## config.mk

```make
export PLATFORM = sky130hd
export DESIGN_NAME = x86_modrm_sib_operand_decode
export DESIGN_NICKNAME = d
export VERILOG_FILES = /design/src/sv/mrm_pkg.sv /design/src/sv/x86_modrm_sib_operand_decode.sv
export SDC_FILE = /design/constraint.sdc
export NUM_CORES = 1
export LEC_CHECK = 0
export BUFFER_PORTS_ARGS = -buffer_cell sky130_fd_sc_hd__buf_2
export CAP_MARGIN = 10
export CORE_ASPECT_RATIO = 0.5
export CORE_MARGIN = 1
export CORE_UTILIZATION = 55
export CTS_BUF_LIST = sky130_fd_sc_hd__clkbuf_8
export DETAILED_ROUTE_END_ITERATION = 8
export GPL_ROUTABILITY_DRIVEN = 0
export PLACE_DENSITY = 0.83
export RECOVER_POWER = 50
export SKIP_CTS_REPAIR_TIMING = 1
export SLEW_MARGIN = 25
export SYNTH_ARGS = -nofsm -noshare
export SYNTH_HDL_FRONTEND = slang
export SYNTH_SLANG_ARGS = --single-unit
```

## constraint.sdc

```tcl
create_clock -name i_clk -period 11.22 [get_ports i_clk]
set_input_delay 3.366 -clock i_clk [delete_from_list [all_inputs] [get_ports i_clk]]
set_output_delay 3.366 -clock i_clk [all_outputs]
set_load 0.005 [all_outputs]
```

## src/sv/mrm_pkg.sv

```systemverilog
// shared types and constants for the modrm/sib operand decoder
package mrm_pkg;

    // register set codes
    localparam logic [1:0] REG_SET_8  = 2'd0;
    localparam logic [1:0] REG_SET_16 = 2'd1;
    localparam logic [1:0] REG_SET_32 = 2'd2;

    // modrm mod field codes
    localparam logic [1:0] MOD_NO_DISP = 2'd0;
    localparam logic [1:0] MOD_DISP8   = 2'd1;
    localparam logic [1:0] MOD_DISPF   = 2'd2;
    localparam logic [1:0] MOD_REG     = 2'd3;

    // special rm / sib codes
    localparam logic [2:0] RM_SIB      = 3'd4;
    localparam logic [2:0] RM_DISP     = 3'd5;
    localparam logic [2:0] SIB_NO_IDX  = 3'd4;
    localparam logic [2:0] SIB_NO_BASE = 3'd5;

    typedef struct packed {
        logic        is_memory;
        logic        has_base;
        logic        has_index;
        logic        has_disp;
        logic [1:0]  register_set;
        logic [2:0]  base_register;
        logic [2:0]  index_register;
        logic [3:0]  scale_factor;
        logic [31:0] displacement;
        logic [2:0]  operand_length;
    } t_operand;

endpackage

```

## src/sv/x86_modrm_sib_operand_decode.sv

```systemverilog
// top level: two-stage pipelined modrm/sib/displacement operand decoder
// Decodes one ModRM byte, an optional SIB byte and the displacement that
// follows into an operand description, one beat per cycle while the output
// is not stalled. A beat taken on the input channel is held in an input
// register, decoded by a single level of combinational logic and captured
// into the result register, which drives the output channel. The input
// stalls only when both registers are full and the output is stalled.
// protected_mode (reset 1) selects 32-bit full displacements; when 0 a full
// displacement is 16 bits, zero-extended. The config write channel is always
// ready and must be written only while the block is idle.
module x86_modrm_sib_operand_decode (
    input  logic               i_clk,
    input  logic               i_rst_n,
    // config channel
    input  logic               i_cfg_valid,
    output logic               o_cfg_ready,
    input  logic               i_cfg_data,
    // input channel
    input  logic               i_in_valid,
    output logic               o_in_stall,
    input  logic               i_opcode,
    input  logic               i_opsize_override,
    input  logic [7:0]         i_modrm_byte,
    input  logic [39:0]        i_following_bytes,
    // output channel
    output logic               o_out_valid,
    input  logic               i_out_stall,
    output logic               o_is_memory,
    output logic               o_has_base,
    output logic               o_has_index,
    output logic               o_has_disp,
    output logic [1:0]         o_register_set,
    output logic [2:0]         o_base_register,
    output logic [2:0]         o_index_register,
    output logic [3:0]         o_scale_factor,
    output logic signed [31:0] o_displacement,
    output logic [2:0]         o_operand_length
);

    logic                r_pm;
    logic                r_s1_valid;
    logic                r_full;
    logic                r_osz;
    logic [7:0]          r_modrm;
    logic [39:0]         r_fb;
    logic                r_out_valid;
    mrm_pkg::t_operand   r_res;
    mrm_pkg::t_operand   n_res;

    logic s2_free;
    logic s1_free;

    assign s2_free    = !r_out_valid || !i_out_stall;
    assign s1_free    = !r_s1_valid || s2_free;
    assign o_in_stall = !s1_free;
    assign o_cfg_ready = 1'b1;

    always_ff @(posedge i_clk) begin
        if (!i_rst_n) begin
            r_pm <= 1'b1;
        end else if (i_cfg_valid && o_cfg_ready) begin
            r_pm <= i_cfg_data;
        end
    end

    always_ff @(posedge i_clk) begin
        if (!i_rst_n) begin
            r_s1_valid  <= 1'b0;
            r_out_valid <= 1'b0;
        end else begin
            if (s1_free) begin
                r_s1_valid <= i_in_valid;
            end
            if (s2_free) begin
                r_out_valid <= r_s1_valid;
            end
        end
    end

    // payload registers, no reset
    always_ff @(posedge i_clk) begin
        if (s1_free && i_in_valid) begin
            r_full  <= i_opcode;
            r_osz   <= i_opsize_override;
            r_modrm <= i_modrm_byte;
            r_fb    <= i_following_bytes;
        end
        if (s2_free && r_s1_valid) begin
            r_res <= n_res;
        end
    end

    // decode
    logic [1:0]  mod_f;
    logic [2:0]  rm_f;
    logic        sib;
    logic [7:0]  sib_byte;
    logic [7:0]  d8;
    logic [31:0] dfull;
    logic        mem_base;

    always_comb begin
        mod_f    = r_modrm[7:6];
        rm_f     = r_modrm[2:0];
        sib      = (rm_f == mrm_pkg::RM_SIB);
        sib_byte = r_fb[7:0];
        d8       = sib ? r_fb[15:8] : r_fb[7:0];
        dfull    = sib ? r_fb[39:8] : r_fb[31:0];
        if (!r_pm) begin
            dfull[31:16] = 16'd0;
        end
        if (sib) begin
            mem_base = !(mod_f == mrm_pkg::MOD_NO_DISP && sib_byte[2:0] == mrm_pkg::SIB_NO_BASE);
        end else begin
            mem_base = !(mod_f == mrm_pkg::MOD_NO_DISP && rm_f == mrm_pkg::RM_DISP);
        end

        n_res = '0;
        n_res.scale_factor   = 4'd1;
        n_res.operand_length = 3'd1;
        if (mod_f == mrm_pkg::MOD_REG) begin
            n_res.base_register = rm_f;
            if (!r_full) begin
                n_res.register_set = mrm_pkg::REG_SET_8;
            end else if (r_osz) begin
                n_res.register_set = mrm_pkg::REG_SET_16;
            end else begin
                n_res.register_set = mrm_pkg::REG_SET_32;
            end
        end else begin
            n_res.is_memory = 1'b1;
            n_res.has_base  = mem_base;
            if (mem_base) begin
                n_res.base_register = sib ? sib_byte[2:0] : rm_f;
            end
            if (sib) begin
                n_res.operand_length = 3'd2;
                if (sib_byte[5:3] != mrm_pkg::SIB_NO_IDX) begin
                    n_res.has_index      = 1'b1;
                    n_res.index_register = sib_byte[5:3];
                    n_res.scale_factor   = 4'd1 << sib_byte[7:6];
                end
            end
            if (mod_f == mrm_pkg::MOD_DISP8) begin
                n_res.has_disp       = 1'b1;
                n_res.displacement   = {{24{d8[7]}}, d8};
                n_res.operand_length = n_res.operand_length + 3'd1;
            end else if (mod_f == mrm_pkg::MOD_DISPF || !mem_base) begin
                n_res.has_disp       = 1'b1;
                n_res.displacement   = dfull;
                n_res.operand_length = n_res.operand_length + (r_pm ? 3'd4 : 3'd2);
            end
            if (mod_f == mrm_pkg::MOD_NO_DISP && !sib) begin
                n_res.register_set = r_pm ? mrm_pkg::REG_SET_32 : mrm_pkg::REG_SET_16;
            end else begin
                n_res.register_set = mrm_pkg::REG_SET_32;
            end
        end
    end

    assign o_out_valid      = r_out_valid;
    assign o_is_memory      = r_res.is_memory;
    assign o_has_base       = r_res.has_base;
    assign o_has_index      = r_res.has_index;
    assign o_has_disp       = r_res.has_disp;
    assign o_register_set   = r_res.register_set;
    assign o_base_register  = r_res.base_register;
    assign o_index_register = r_res.index_register;
    assign o_scale_factor   = r_res.scale_factor;
    assign o_displacement   = r_res.displacement;
    assign o_operand_length = r_res.operand_length;

    // register form never carries address parts
    a_reg_form_clean: assert property (@(posedge i_clk) disable iff (!i_rst_n)
        (o_out_valid && !o_is_memory) |-> (!o_has_base && !o_has_index && !o_has_disp))
        else $error("register form with address flags");

    a_len_range: assert property (@(posedge i_clk) disable iff (!i_rst_n)
        o_out_valid |-> (o_operand_length >= 3'd1 && o_operand_length <= 3'd6))
        else $error("operand length out of range");

    a_no_index_defaults: assert property (@(posedge i_clk) disable iff (!i_rst_n)
        (o_out_valid && !o_has_index) |-> (o_scale_factor == 4'd1 && o_index_register == 3'd0))
        else $error("unused index fields not cleared");

    // input only stalls when both stages are full and the output is held
    a_stall_cause: assert property (@(posedge i_clk) disable iff (!i_rst_n)
        o_in_stall |-> (r_s1_valid && o_out_valid && i_out_stall))
        else $error("input stalled without a full pipe");

    // a stage holding a beat under output stall keeps its result
    a_hold_on_stall: assert property (@(posedge i_clk) disable iff (!i_rst_n)
        (o_out_valid && i_out_stall) |=> (o_out_valid && $stable(o_displacement)
            && $stable(o_operand_length)))
        else $error("result changed under stall");

endmodule
```

==> results by group <==
Timing
  – Final Max Tran Viols: 119
  – Worst Clk Skew: 0.00748 ns
  – Final setup fails: 0
  – Final WS setup: 3.90 ns
  – Fmax: between 0.1 and 0.15 GHz
  – Final Hold Fails: 0
  – Slew margin rel.: -77.2%
  – Slew @ Worst Pin: 2.66 ns
  – Setup TNS: 0 ns
  – Final min period: 7.32 ns
  – RSZ-0062 raised after global routing: false
  – Crit share post-route: 65.3%

Flow run
  – Max cap viols: 3

Worst setup path
  – Critical path required time: approximately 7.9 ns
  – WP buf/inv: 2
  – WS Path Type: in2out
  – CP max-delay cell: and3_1
  – CP Capture Type: primary output
  – Worst-path maximum fanout: 3
  – Startpoint types: input pin
  – Crit path cell chain: clkbuf_1 > and3_1 > buf_2
  – Largest stage delay, worst path: 0.27 ns
  – CP Data Arrival Time: 3.96 ns
  – Crit-path leading delay family: buffers and inverters

Logic synthesis
  – Main synth FF type: edfxtp_1
  – Synth cell types: 35
  – Gate count of the mapped netlist: 240
  – Synth Cell Area: 3980 um2
  – Seq/Total Area, Yosys: between 70% and 80%
  – Flops & latches, synth: 101
  – Mapped Nets: roughly 300
  – Number of synthesized flops with an enable pin: ~100
  – Synthesis Warnings: 0
  – Asr flop ratio synth: 0%
  – Synthesized area per cell: around 17 um2

Place
  – Hpwl dp: 5170 um
  – Dpl cells: 423
  – Pre-CTS setup slack: 3.97 ns
  – Port Buf Inserts: ~110
  – Area post-placement: 4600 um2

Routing
  – Routed wire length: between 7000 and 8000 um
  – Vias per cell: 5.52
  – 1st-pass router iterations: 4
  – Post-DR wirelength/cell: 16.9 um
  – Initial DRC Count: 222
  – Detail Route Antenna Nets: 0
  – Drt drc: 0
  – DR vias: between 2k and 2.5k

Power and ir drop
  – Clock power frac: 31.5%
  – Peak VDD IR: 0.0942 mV
  – Switching Share: a little over a fifth
  – Sequential share of power: 60.1%
  – Total chip power: roughly 0.75 mW
  – Comb power frac: ~8.4%
  – Pwr per Cell Area: 157 nW/um2
  – Leak: 1.80 nW
  – Power Internal: ~0.59 mW
  – Net Sw Power: 0.159 mW

Clock tree
  – CTS Buf Count: 9
  – Longest Clk Path Bufs: 2
  – Clk root buf: clkbuf_8
  – Clock sink count: 101
  – TritonCTS clock tree: yes
  – Worst-path clk slew: 0.08 ns
  – H-tree levels: 3
  – Worst-skew pair later-pin latency: 0.36 ns

Global route
  – Global Route Usage Sum: just over 20%
  – Grt ovf: 0
  – Vias in the first global route: 2284
  – Largest net degree at the start of global routing: 52
  – First-pass GRT wire length: 11100 um
  – Initial antenna violation count: 0

Floorplan
  – Row cnt: 21
  – Die X: 122 um
  – Die Height: 62.2 um
  – Core box area: 6830 um2
  – Initial core utilization: 58.3%
  – Ports: 110
  – Die area: 7610 um2

Finish
  – Non-filler cells, final: 438
  – Post-route cell area: between 4000 and 5000 um2
  – Number of diodes: 0
  – Syn-to-layout area delta: 20.1%
  – Final nets: 399
  – Fraction of layout cells with a size suffix above 1: 36.1%

Run status
  – Run status: finished with violations
  – Violated checks: max-capacitance violations, max-slew violations

Worst hold path
  – Hold Crit Class: reg2reg
cells in the final DEF (no fill, tap or decap), types with 3 or more instances in the layout:
master    synthesis  routed
and3b_1           3       3
nor2b_1           4       3
and3_1            4       4
or2_1             3       3
buf_2             8     104
nor2_1            6       6
edfxtp_1         98      98
o21ai_0           3       3
inv_1             4       5
a21oi_1          12      12
clkinv_2          0       3
mux2i_1          32      32
dfxtp_1           3       3
o22ai_1          24      24
clkbuf_1          6       3
clkbuf_8          0       9
synth_stat cells, drive strengths merged (2+ instances only):
cell type / instances / area (um2)
o311a: 2 / 20.0
nor2: 6 / 22.5
mux2i: 32 / 320
dfxtp: 3 / 60.1
and3: 4 / 25.0
nand2b: 2 / 12.5
nor2b: 4 / 25.0
nand2: 2 / 7.51
o221ai: 2 / 30.0
buf: 11 / 66.3
a31oi: 2 / 12.5
and3b: 3 / 26.3
edfxtp: 98 / 2940
a21oi: 12 / 60.1
or2: 3 / 18.8
nor3: 2 / 10.0
o211ai: 2 / 15.0
clkbuf: 6 / 22.5
o22ai: 24 / 150
o21ai: 3 / 15.0
inv: 6 / 22.5
a31o: 2 / 17.5
final timing paths:
| check | endpoint | depth (start not counted) | slack, ns | from |
|---|---|---|---|---|
| hold reg to reg | o_out_valid | 2 | 0.55 | r_s1_valid |
| setup reg to reg | o_displacement[18] | 4 | 6.38 | r_modrm[0] |
| setup / recovery | o_in_stall | 3 | 3.90 | i_out_stall |
| hold / removal | o_out_valid | 2 | 0.55 | r_s1_valid |
layer usage:
| metal | track usage [%] | vias up | share of wire [%] |
|---|---|---|---|
| li1 | - | 1152 | - |
| met5 | 0 | - | 0 |
| met4 | 7.47 | 0 | 1.7 |
| met3 | 7.72 | 15 | 8.2 |
| met1 | 26.8 | 1141 | 43 |
| met2 | 30.8 | 111 | 47 |
layout make-up:
class,instances,area (um2)
flip-flops and latches,101,3000
clock buffers,9,124
repair buffers,108,552
clock inverters,6,78.8
multi-input cells,116,887
well taps,92,115
fillers,480,2050
inverters,6,22.5
power groups by stage:
stage | Clock, mW | Sequential, mW | Combinational, mW
4_1_cts | 0.238 | 0.449 | 0.0631
6_report | 0.236 | 0.450 | 0.0630
3_3_place_gp | 0 | 0.457 | 0.0595
5_1_grt | 0.254 | 0.452 | 0.0685
2_1_floorplan | 0 | 0.457 | 0.0345
3_5_place_dp | 0 | 0.458 | 0.0628
cells by family (layout without fill, tap and decap cells):
logic type,count (synthesis),after routing,synth area share (%)
flip-flops,101,101,75.4
AO/OA/AOI/OAI,53,53,8.86
adder cells (fa/ha/maj),1,1,0.314
AND/OR/NAND/NOR,29,29,4.49
buffers and inverters,23,129,2.80
multiplexers,32,32,8.04
other,1,1,0.0942
tightest hold or removal path: stages (launching register included):
cell and delay, ns:
dfxtp_1 0.35, a21oi_1 0.06, nor2b_1 0.10
flip-flops by register name, indices dropped and copies added, names as in the netlist, 2 cells and up:
register          count
o_displacement       32
o_base_register       3
r_modrm               5
o_index_register      3
o_operand_length      3
o_scale_factor        4
r_fb                 40
o_register_set        2
metrics by stage:
| step | utilization [%] | hold slack, ns |
|---|---|---|
| 3_3_place_gp | 66.9 | 0.492 |
| 2_1_floorplan | - | 0.466 |
| 6_report | 70.0 | 0.546 |
| 4_1_cts | 70.3 | 0.558 |
| 5_1_grt | 70.0 | 0.606 |
| 3_5_place_dp | 67.3 | 0.538 |
Note: power is estimated with default switching activity, not from simulation.
